--- src/design/brtc_pkg.sv ---
// Package for the bank row timeout closer.
// Field widths, beat structs, command and scope codes, controller types.
// No dependencies.
package brtc_pkg;

  localparam int TIMER_W    = 10;
  localparam int CMD_W      = 3;
  localparam int SCOPE_W    = 2;
  localparam int RANK_W     = 1;
  localparam int BANKGRP_W  = 2;
  localparam int BANK_W     = 2;
  localparam int ROW_W      = 17;
  localparam int COUNT_W    = 8;

  localparam int RANKS_DEF      = 2;
  localparam int BANKGROUPS_DEF = 4;
  localparam int BANKS_DEF      = 4;
  localparam int ROW_BITS_DEF   = 17;

  localparam logic [TIMER_W-1:0] ROW_CYCLE_RESET = TIMER_W'(48);

  localparam logic [CMD_W-1:0] CMD_TICK   = 3'd0;
  localparam logic [CMD_W-1:0] CMD_CLOSE  = 3'd1;
  localparam logic [CMD_W-1:0] CMD_ACT    = 3'd2;
  localparam logic [CMD_W-1:0] CMD_ACCESS = 3'd3;
  localparam logic [CMD_W-1:0] CMD_OTHER  = 3'd4;

  localparam logic [SCOPE_W-1:0] SCOPE_BANK      = 2'd0;
  localparam logic [SCOPE_W-1:0] SCOPE_SAME_BANK = 2'd1;
  localparam logic [SCOPE_W-1:0] SCOPE_RANK      = 2'd2;

  typedef struct packed {
    logic [CMD_W-1:0]     cmd;
    logic [SCOPE_W-1:0]   scope;
    logic [RANK_W-1:0]    rank;
    logic [BANKGRP_W-1:0] bankgroup;
    logic [BANK_W-1:0]    bank;
    logic [ROW_W-1:0]     row;
    logic [COUNT_W-1:0]   bundle_size;
    logic [COUNT_W-1:0]   issued_count;
  } item_t;

  typedef struct packed {
    logic [RANK_W-1:0]    close_rank;
    logic [BANKGRP_W-1:0] close_bankgroup;
    logic [BANK_W-1:0]    close_bank;
    logic [ROW_W-1:0]     close_row;
    logic                 last_close;
  } result_t;

  typedef enum logic {
    ST_IDLE,
    ST_EMIT
  } state_t;

  // Controller to datapath
  typedef struct packed {
    logic accept;
    logic pop;
  } dp_cmd_t;

  // Datapath to controller
  typedef struct packed {
    logic new_expire;
    logic one_left;
    logic out_free;
  } dp_status_t;

endpackage

--- src/design/brtc_ctrl.sv ---
// Controller of the bank row timeout closer: idle / emit sequencer.
// Depends on brtc_pkg.
module brtc_ctrl
  import brtc_pkg::*;
(
  input  logic       clk,
  input  logic       rst,
  input  logic       item_valid,
  output logic       item_stall,
  input  dp_status_t status,
  output dp_cmd_t    cmd
);

  state_t state;
  state_t state_next;

  always_ff @(posedge clk) begin
    if (rst) begin
      state <= ST_IDLE;
    end else begin
      state <= state_next;
    end
  end

  always_comb begin
    state_next = state;
    item_stall = 1'b1;
    cmd        = '0;
    case (state)
      ST_IDLE: begin
        item_stall = 1'b0;
        cmd.accept = item_valid;
        if (item_valid && status.new_expire) begin
          state_next = ST_EMIT;
        end
      end
      ST_EMIT: begin
        cmd.pop = status.out_free;
        if (status.out_free && status.one_left) begin
          state_next = ST_IDLE;
        end
      end
      default: begin
        state_next = ST_IDLE;
      end
    endcase
  end

endmodule

--- src/design/brtc_dpath.sv ---
// Datapath of the bank row timeout closer: bank timers, open rows,
// expiry mask, result register. Depends on brtc_pkg.
module brtc_dpath
  import brtc_pkg::*;
#(
  parameter int RANKS      = RANKS_DEF,
  parameter int BANKGROUPS = BANKGROUPS_DEF,
  parameter int BANKS      = BANKS_DEF,
  parameter int ROW_BITS   = ROW_BITS_DEF
) (
  input  logic               clk,
  input  logic               rst,
  input  logic               cfg_valid,
  input  logic [TIMER_W-1:0] cfg_data,
  input  item_t              item,
  output logic               result_valid,
  input  logic               result_stall,
  output result_t            result,
  input  dp_cmd_t            cmd,
  output dp_status_t         status
);

  localparam int NBANKS = RANKS * BANKGROUPS * BANKS;
  localparam int IDX_W  = (NBANKS > 1) ? $clog2(NBANKS) : 1;
  localparam int RW     = (ROW_BITS < ROW_W) ? ROW_BITS : ROW_W;

  function automatic logic [TIMER_W-1:0] timer_upd(
    input logic [TIMER_W-1:0] cur,
    input logic               clr,
    input logic               ld,
    input logic               one,
    input logic [TIMER_W-1:0] rct
  );
    logic [TIMER_W-1:0] nxt;
    nxt = (cur != '0) ? cur - TIMER_W'(1) : cur;
    if (clr) begin
      nxt = '0;
    end else if (ld) begin
      nxt = rct;
    end else if (one) begin
      nxt = TIMER_W'(1);
    end
    return nxt;
  endfunction

  logic [TIMER_W-1:0] row_cycle_time;
  logic [TIMER_W-1:0] timer      [NBANKS];
  logic [TIMER_W-1:0] timer_next [NBANKS];
  logic [RW-1:0]      open_row   [NBANKS];
  logic [NBANKS-1:0]  expire_now;
  logic [NBANKS-1:0]  act_hit;
  logic [NBANKS-1:0]  mask;
  logic [NBANKS-1:0]  pend_mask;
  logic [RW-1:0]      pend_row;
  logic [NBANKS-1:0]  wr_mask;
  logic [RW-1:0]      wr_row;
  logic               bundle_done;
  logic               one_left;
  logic               out_free;

  logic [IDX_W-1:0]     sel_idx;
  logic [RANK_W-1:0]    sel_rank;
  logic [BANKGRP_W-1:0] sel_bg;
  logic [BANK_W-1:0]    sel_bk;

  always_ff @(posedge clk) begin
    if (rst) begin
      row_cycle_time <= ROW_CYCLE_RESET;
    end else if (cfg_valid) begin
      row_cycle_time <= cfg_data;
    end
  end

  assign bundle_done = (item.bundle_size != '0) && (item.issued_count == item.bundle_size);

  // Per-bank decode of the issued command against this bank's address
  for (genvar r = 0; r < RANKS; r++) begin : g_rank
    for (genvar g = 0; g < BANKGROUPS; g++) begin : g_grp
      for (genvar b = 0; b < BANKS; b++) begin : g_bank
        localparam int F = b + g * BANKS + r * BANKS * BANKGROUPS;
        logic rk_m, bg_m, bk_m, clr, acc;
        assign rk_m = (int'(item.rank) == r);
        assign bg_m = (int'(item.bankgroup) == g);
        assign bk_m = (int'(item.bank) == b);
        assign clr  = (item.cmd == CMD_CLOSE) && rk_m &&
                      ((item.scope == SCOPE_RANK) ||
                       ((item.scope == SCOPE_SAME_BANK) && bk_m) ||
                       ((item.scope == SCOPE_BANK) && bg_m && bk_m));
        assign act_hit[F] = (item.cmd == CMD_ACT) && rk_m && bg_m && bk_m;
        assign acc  = (item.cmd == CMD_ACCESS) && bundle_done && rk_m && bg_m && bk_m;
        assign expire_now[F] = (timer[F] == TIMER_W'(1));
        assign timer_next[F] = timer_upd(timer[F], clr, act_hit[F], acc, row_cycle_time);
      end
    end
  end

  always_ff @(posedge clk) begin
    if (rst) begin
      for (int i = 0; i < NBANKS; i++) begin
        timer[i] <= '0;
      end
    end else if (cmd.accept) begin
      for (int i = 0; i < NBANKS; i++) begin
        timer[i] <= timer_next[i];
      end
    end
  end

  // Lowest pending bank in flat order
  always_comb begin
    sel_idx  = '0;
    sel_rank = '0;
    sel_bg   = '0;
    sel_bk   = '0;
    for (int r = RANKS - 1; r >= 0; r--) begin
      for (int g = BANKGROUPS - 1; g >= 0; g--) begin
        for (int b = BANKS - 1; b >= 0; b--) begin
          if (mask[b + g * BANKS + r * BANKS * BANKGROUPS]) begin
            sel_idx  = IDX_W'(b + g * BANKS + r * BANKS * BANKGROUPS);
            sel_rank = RANK_W'(r);
            sel_bg   = BANKGRP_W'(g);
            sel_bk   = BANK_W'(b);
          end
        end
      end
    end
  end

  assign one_left = ((mask & (mask - NBANKS'(1))) == '0);
  assign out_free = !result_valid || !result_stall;

  always_ff @(posedge clk) begin
    if (rst) begin
      mask <= '0;
    end else if (cmd.accept) begin
      mask <= expire_now;
    end else if (cmd.pop) begin
      mask[sel_idx] <= 1'b0;
    end
  end

  always_ff @(posedge clk) begin
    if (cmd.accept) begin
      pend_mask <= act_hit;
      pend_row  <= RW'(item.row);
    end
  end

  // Defer an activate's row write until the expiring rows have been read out
  always_comb begin
    wr_mask = '0;
    wr_row  = pend_row;
    if (cmd.accept && !(|expire_now)) begin
      wr_mask = act_hit;
      wr_row  = RW'(item.row);
    end else if (cmd.pop && one_left) begin
      wr_mask = pend_mask;
    end
  end

  always_ff @(posedge clk) begin
    if (rst) begin
      for (int i = 0; i < NBANKS; i++) begin
        open_row[i] <= '0;
      end
    end else begin
      for (int i = 0; i < NBANKS; i++) begin
        if (wr_mask[i]) begin
          open_row[i] <= wr_row;
        end
      end
    end
  end

  always_ff @(posedge clk) begin
    if (rst) begin
      result_valid <= 1'b0;
    end else if (cmd.pop) begin
      result_valid <= 1'b1;
    end else if (!result_stall) begin
      result_valid <= 1'b0;
    end
  end

  always_ff @(posedge clk) begin
    if (cmd.pop) begin
      result.close_rank      <= sel_rank;
      result.close_bankgroup <= sel_bg;
      result.close_bank      <= sel_bk;
      result.close_row       <= ROW_W'(open_row[sel_idx]);
      result.last_close      <= one_left;
    end
  end

  assign status.new_expire = |expire_now;
  assign status.one_left   = one_left;
  assign status.out_free   = out_free;

endmodule

--- src/design/bank_row_timeout_closer_unit.sv ---
// Top level of the bank row timeout closer.
// Instantiates brtc_ctrl and brtc_dpath; depends on brtc_pkg.
//
// Timeout row-close policy for a DRAM controller, one countdown timer per
// bank. Each beat on the item channel is one controller cycle: every running
// timer counts down, each timer that stood at one produces a precharge beat
// for its bank and recorded row (ascending rank, group, bank order, the last
// beat of the cycle marked by last_close), then the issued command is applied
// (a close clears the timers in its scope, an activate loads row_cycle_time and
// records the row, the last access of a bundle sets the timer to one). An item
// that expires timers stalls the item channel until the result register has
// handed out its precharge beats, one per cycle while the result side does not
// stall. row_cycle_time is written through the cfg channel, which is always
// ready; write it only while the block is idle.
module bank_row_timeout_closer_unit
  import brtc_pkg::*;
#(
  parameter int RANKS      = RANKS_DEF,
  parameter int BANKGROUPS = BANKGROUPS_DEF,
  parameter int BANKS      = BANKS_DEF,
  parameter int ROW_BITS   = ROW_BITS_DEF
) (
  input  logic               clk,
  input  logic               rst,
  input  logic               cfg_valid,
  output logic               cfg_ready,
  input  logic [TIMER_W-1:0] cfg_data,
  input  logic               item_valid,
  output logic               item_stall,
  input  item_t              item,
  output logic               result_valid,
  input  logic               result_stall,
  output result_t            result
);

  dp_cmd_t    dp_cmd;
  dp_status_t dp_status;

  // Configuration register lives in the datapath and takes a beat every cycle
  assign cfg_ready = 1'b1;

  brtc_ctrl u_ctrl (
    .clk        (clk),
    .rst        (rst),
    .item_valid (item_valid),
    .item_stall (item_stall),
    .status     (dp_status),
    .cmd        (dp_cmd)
  );

  brtc_dpath #(
    .RANKS      (RANKS),
    .BANKGROUPS (BANKGROUPS),
    .BANKS      (BANKS),
    .ROW_BITS   (ROW_BITS)
  ) u_dpath (
    .clk          (clk),
    .rst          (rst),
    .cfg_valid    (cfg_valid),
    .cfg_data     (cfg_data),
    .item         (item),
    .result_valid (result_valid),
    .result_stall (result_stall),
    .result       (result),
    .cmd          (dp_cmd),
    .status       (dp_status)
  );

endmodule
--- config.mk ---
export PLATFORM = sky130hd
export DESIGN_NAME = bank_row_timeout_closer_unit
export DESIGN_NICKNAME = d
export VERILOG_FILES = /design/src/design/brtc_pkg.sv /design/src/design/brtc_ctrl.sv /design/src/design/brtc_dpath.sv /design/src/design/bank_row_timeout_closer_unit.sv
export SDC_FILE = /design/constraint.sdc
export NUM_CORES = 2
export LEC_CHECK = 0
export BUFFER_PORTS_ARGS = -buffer_cell sky130_fd_sc_hd__buf_2
export CORE_MARGIN = 2
export CORE_UTILIZATION = 57
export DETAILED_ROUTE_END_ITERATION = 8
export GPL_ROUTABILITY_DRIVEN = 0
export PLACE_DENSITY_LB_ADDON = 0.15
export SLEW_MARGIN = 15
export SYNTH_ARGS = -nofsm -noshare
export SYNTH_HDL_FRONTEND = slang
export SYNTH_SLANG_ARGS = --single-unit
--- constraint.sdc ---
create_clock -name clk -period 3.9 [get_ports clk]
set_input_delay 0.39 -clock clk [delete_from_list [all_inputs] [get_ports clk]]
set_output_delay 0.39 -clock clk [all_outputs]
set_load 0.1 [all_outputs]
==> flow_summary.json <==
{
  "outcome": "completed",
  "drt-total-wl_mm": 154,
  "row_count": 107,
  "synth_top_area_cell": "edfxtp_1",
  "slew_violations": 0,
  "cts_buffers": 105,
  "synthMuxAreaShare_pct": 1.04,
  "synth-main-ff-cell": "edfxtp_1",
  "critPathKind": "reg2reg",
  "hold_class": "in2reg",
  "clock_latency_ps": 700,
  "numClockSinks": 980,
  "yosysWarningCount": 0,
  "swShare_pct": 39.2,
  "track_usage_pct": 33.9,
  "grt_pass1_wl_mm": 228,
  "core-area_sq_um": 85500,
  "required_ps": 4320,
  "antenna_found_initial": 2,
  "synth_seq_cells": 980,
  "finalNonFillerCells": 6113,
  "ys_types": 83,
  "drtIter0Drc": 4217,
  "synth-edff-count": 936,
  "grt_max_degree": 47,
  "vdd_ir_drop_max_mv": 0.585,
  "initial_utilization_pct": 57.8,
  "synth_top_area_share_pct": 56.9,
  "post_dp_cell_area_sq_um": 53400,
  "clk_pin_slew_ps": 60,
  "yosysSeqAreaShare_pct": 58.7,
  "finalCritPeriodShare_pct": 98.1,
  "cts_tree": "yes",
  "wl_per_cell_um": 25.2,
  "die_area_sq_um": 89100,
  "clockBufferDepth": 3,
  "worstMarginPinSlew_ps": 1160,
  "p_leak_nw": 22.4,
  "ioPinCount": 84,
  "drc_errors": 0,
  "cp_max_fo": 14,
  "first_pass_iters": 6,
  "syn_avg_cell_area_sq_um": 10.7,
  "vias": 38626,
  "synth_area_leaders": "edfxtp_1, nor2_1, nand2_1, a22oi_1, xor2_1",
  "async_reset_ff_share_pct": 0,
  "relSlewSlack_pct": 22.5,
  "mostFrequentLayoutCells": "edfxtp_1, nor2_1, nand2_1",
  "vias_per_cell": 6.32,
  "worst_setup_path_end_kind": "flop",
  "syn_area_sq_um": 49400,
  "setup_viol": 0,
  "skew_ps": 23.1,
  "synth_fa_ha_area_share_pct": 1.68,
  "fin_crit_ps": 3830,
  "dieWidth_um": 298,
  "nNetsFinal": 5003,
  "p_int_mw": 25.7,
  "yosys.area_share.simple_pct": 18.2,
  "timing_hold_violations_final": 0,
  "synth_xor_area_share_pct": 4.38,
  "sequentialPowerShare_pct": 38.2,
  "p_comb_share_pct": 39.3,
  "clkPwrFrac_pct": 22.4,
  "cap_violations": 0,
  "synth_compound_area_share_pct": 12.1,
  "dieHeight_um": 298,
  "htree_levels": 3,
  "power_density_nw_per_um2": 743,
  "grt_overflow_total": 0,
  "cts_root_buffer": "clkbuf_16",
  "syn_inst": 4630,
  "placedCellCount": 5884,
  "layout-drive-gt1-share_pct": 16.2,
  "fin_area_sq_um": 57000,
  "fin_util_pct": 66.6,
  "post-dp-hpwl_mm": 103,
  "io_buffers": 82,
  "grt_pass1_vias": 36675,
  "crit_arrival_ps": 4250,
  "max_freq_ghz": 0.261,
  "hold_slack_ps": 48.7,
  "synth_top_family_by_area": "simple AND/OR/NAND/NOR gates",
  "power.net_switching_mw": 16.6,
  "final_common_cell": "edfxtp_1",
  "ant_nets": 0,
  "synth_nets": 4752,
  "syn_to_final_growth_pct": 15.4,
  "cp-start-kind": "flop"
}
## routing by layer
metal | share of wire [%] | wire length, um | track usage [%]
met2 | 47 | 73000 | 55.1
met5 | 0 | 0 | 0
met3 | 8.7 | 13500 | 4.61
met1 | 36 | 56200 | 42.9
met4 | 7.5 | 11600 | 22.0
## registers in the layout, summed over array words and instances, names as in the netlist
name and flops:
u_ctrl.state 1, u_dpath.mask 32, u_dpath.open_row 544, u_dpath.pend_mask 32
u_dpath.pend_row 17, u_dpath.result 23, u_dpath.result_valid 1, u_dpath.row_cycle_time 10
u_dpath.timer 320
## through the flow
stage,power (mW),setup TNS [ps],setup slack (ps)
4_1_cts,41.8,0,17.4
6_report,42.4,0,73.8
3_5_place_dp,32.3,-177,-177
5_1_grt,44.2,-68.3,-5.98
2_1_floorplan,26.3,0,258
3_3_place_gp,32.0,-68.4,-68.4
## final cells by class
class | count | area, sq um
clock buffers | 149 | 2840
clock inverters | 45 | 383
fillers | 6490 | 28600
inverters | 126 | 480
repair buffers | 473 | 4250
diodes | 1 | 2.50
well taps | 1144 | 1430
flip-flops and latches | 980 | 29000
multi-input cells | 3195 | 18600
## logic make-up (layout without fill, tap and decap cells)
logic type | after synthesis | after routing
compound gates | 858 | 858
xor+xnor | 247 | 247
fa+ha+maj | 67 | 67
buf+inv | 456 | 793
flops | 980 | 980
mux | 51 | 51
other cells | 1 | 2
simple gates | 1970 | 1971
## power by group through the flow
stage | clock network (mW) | registers [mW] | logic (mW)
2_1_floorplan | 0 | 16.7 | 9.64
3_3_place_gp | 0 | 16.2 | 15.8
3_5_place_dp | 0 | 16.3 | 16.0
4_1_cts | 9.54 | 16.1 | 16.2
5_1_grt | 9.97 | 16.4 | 17.8
6_report | 9.51 | 16.2 | 16.7
## what timing repair did
| action | CTS | global route |
|---|---|---|
| hold endpoints to repair | 27 | 0 |
| hold buffers | 27 | 0 |
| cloned | 0 | 1 |
| setup buffers | 0 | 6 |
| setup endpoints to repair | 1 | 555 |
| resized for setup | 1 | 12 |
| pin swaps | 0 | 3 |
## worst max-delay path, stage by stage (launching register included)
cell	delay [ps]
edfxtp_1	460
or4_1	570
nor4_1	600
buf_4	230
a2111oi_0	60
nand4_1	180
nor4b_4	60
buf_4	180
and2_4	190
buf_12	160
mux2i_1	120
or2_2	310
inv_1	420
## synth_stat cells, drive strengths merged, types with 4 or more instances
cell type	instances
nand4	22
nor2b	15
or4b	4
a22oi	292
o211a	4
a31oi	30
a211oi	14
nor3	143
a2111oi	13
a21oi	302
clkbuf	236
o32ai	4
dfxtp	44
a32oi	15
nor4	98
a311oi	11
buf	94
or2	27
edfxtp	936
a221oi	37
ha	64
and2	9
o21ai	20
o31ai	14
nand2b	42
o21a	4
xor2	176
or3	13
inv	126
xnor2	71
nand2	588
or3b	14
a21o	35
nand3b	5
nor3b	5
o22ai	8
or4	47
mux2i	49
nand3	112
a221o	14
nor2	818
o211ai	17
## path summary, 6_finish.rpt
check                                              start                                      to  slack, ps  cells past startpoint
setup / recovery     u_dpath.timer[0][114]$_SDFFCE_PP0P_      u_dpath.open_row[22][10]$_DFFE_PP_         70                     12
hold / removal                                item_valid                 u_ctrl.state$_SDFF_PP0_         50                      3
setup reg to reg     u_dpath.timer[0][114]$_SDFFCE_PP0P_      u_dpath.open_row[22][10]$_DFFE_PP_         70                     12
hold reg to reg   u_dpath.row_cycle_time[0]$_SDFFE_PP0P_  u_dpath.row_cycle_time[0]$_SDFFE_PP0P_        530                      2
Note: power is estimated with default switching activity, not from simulation.
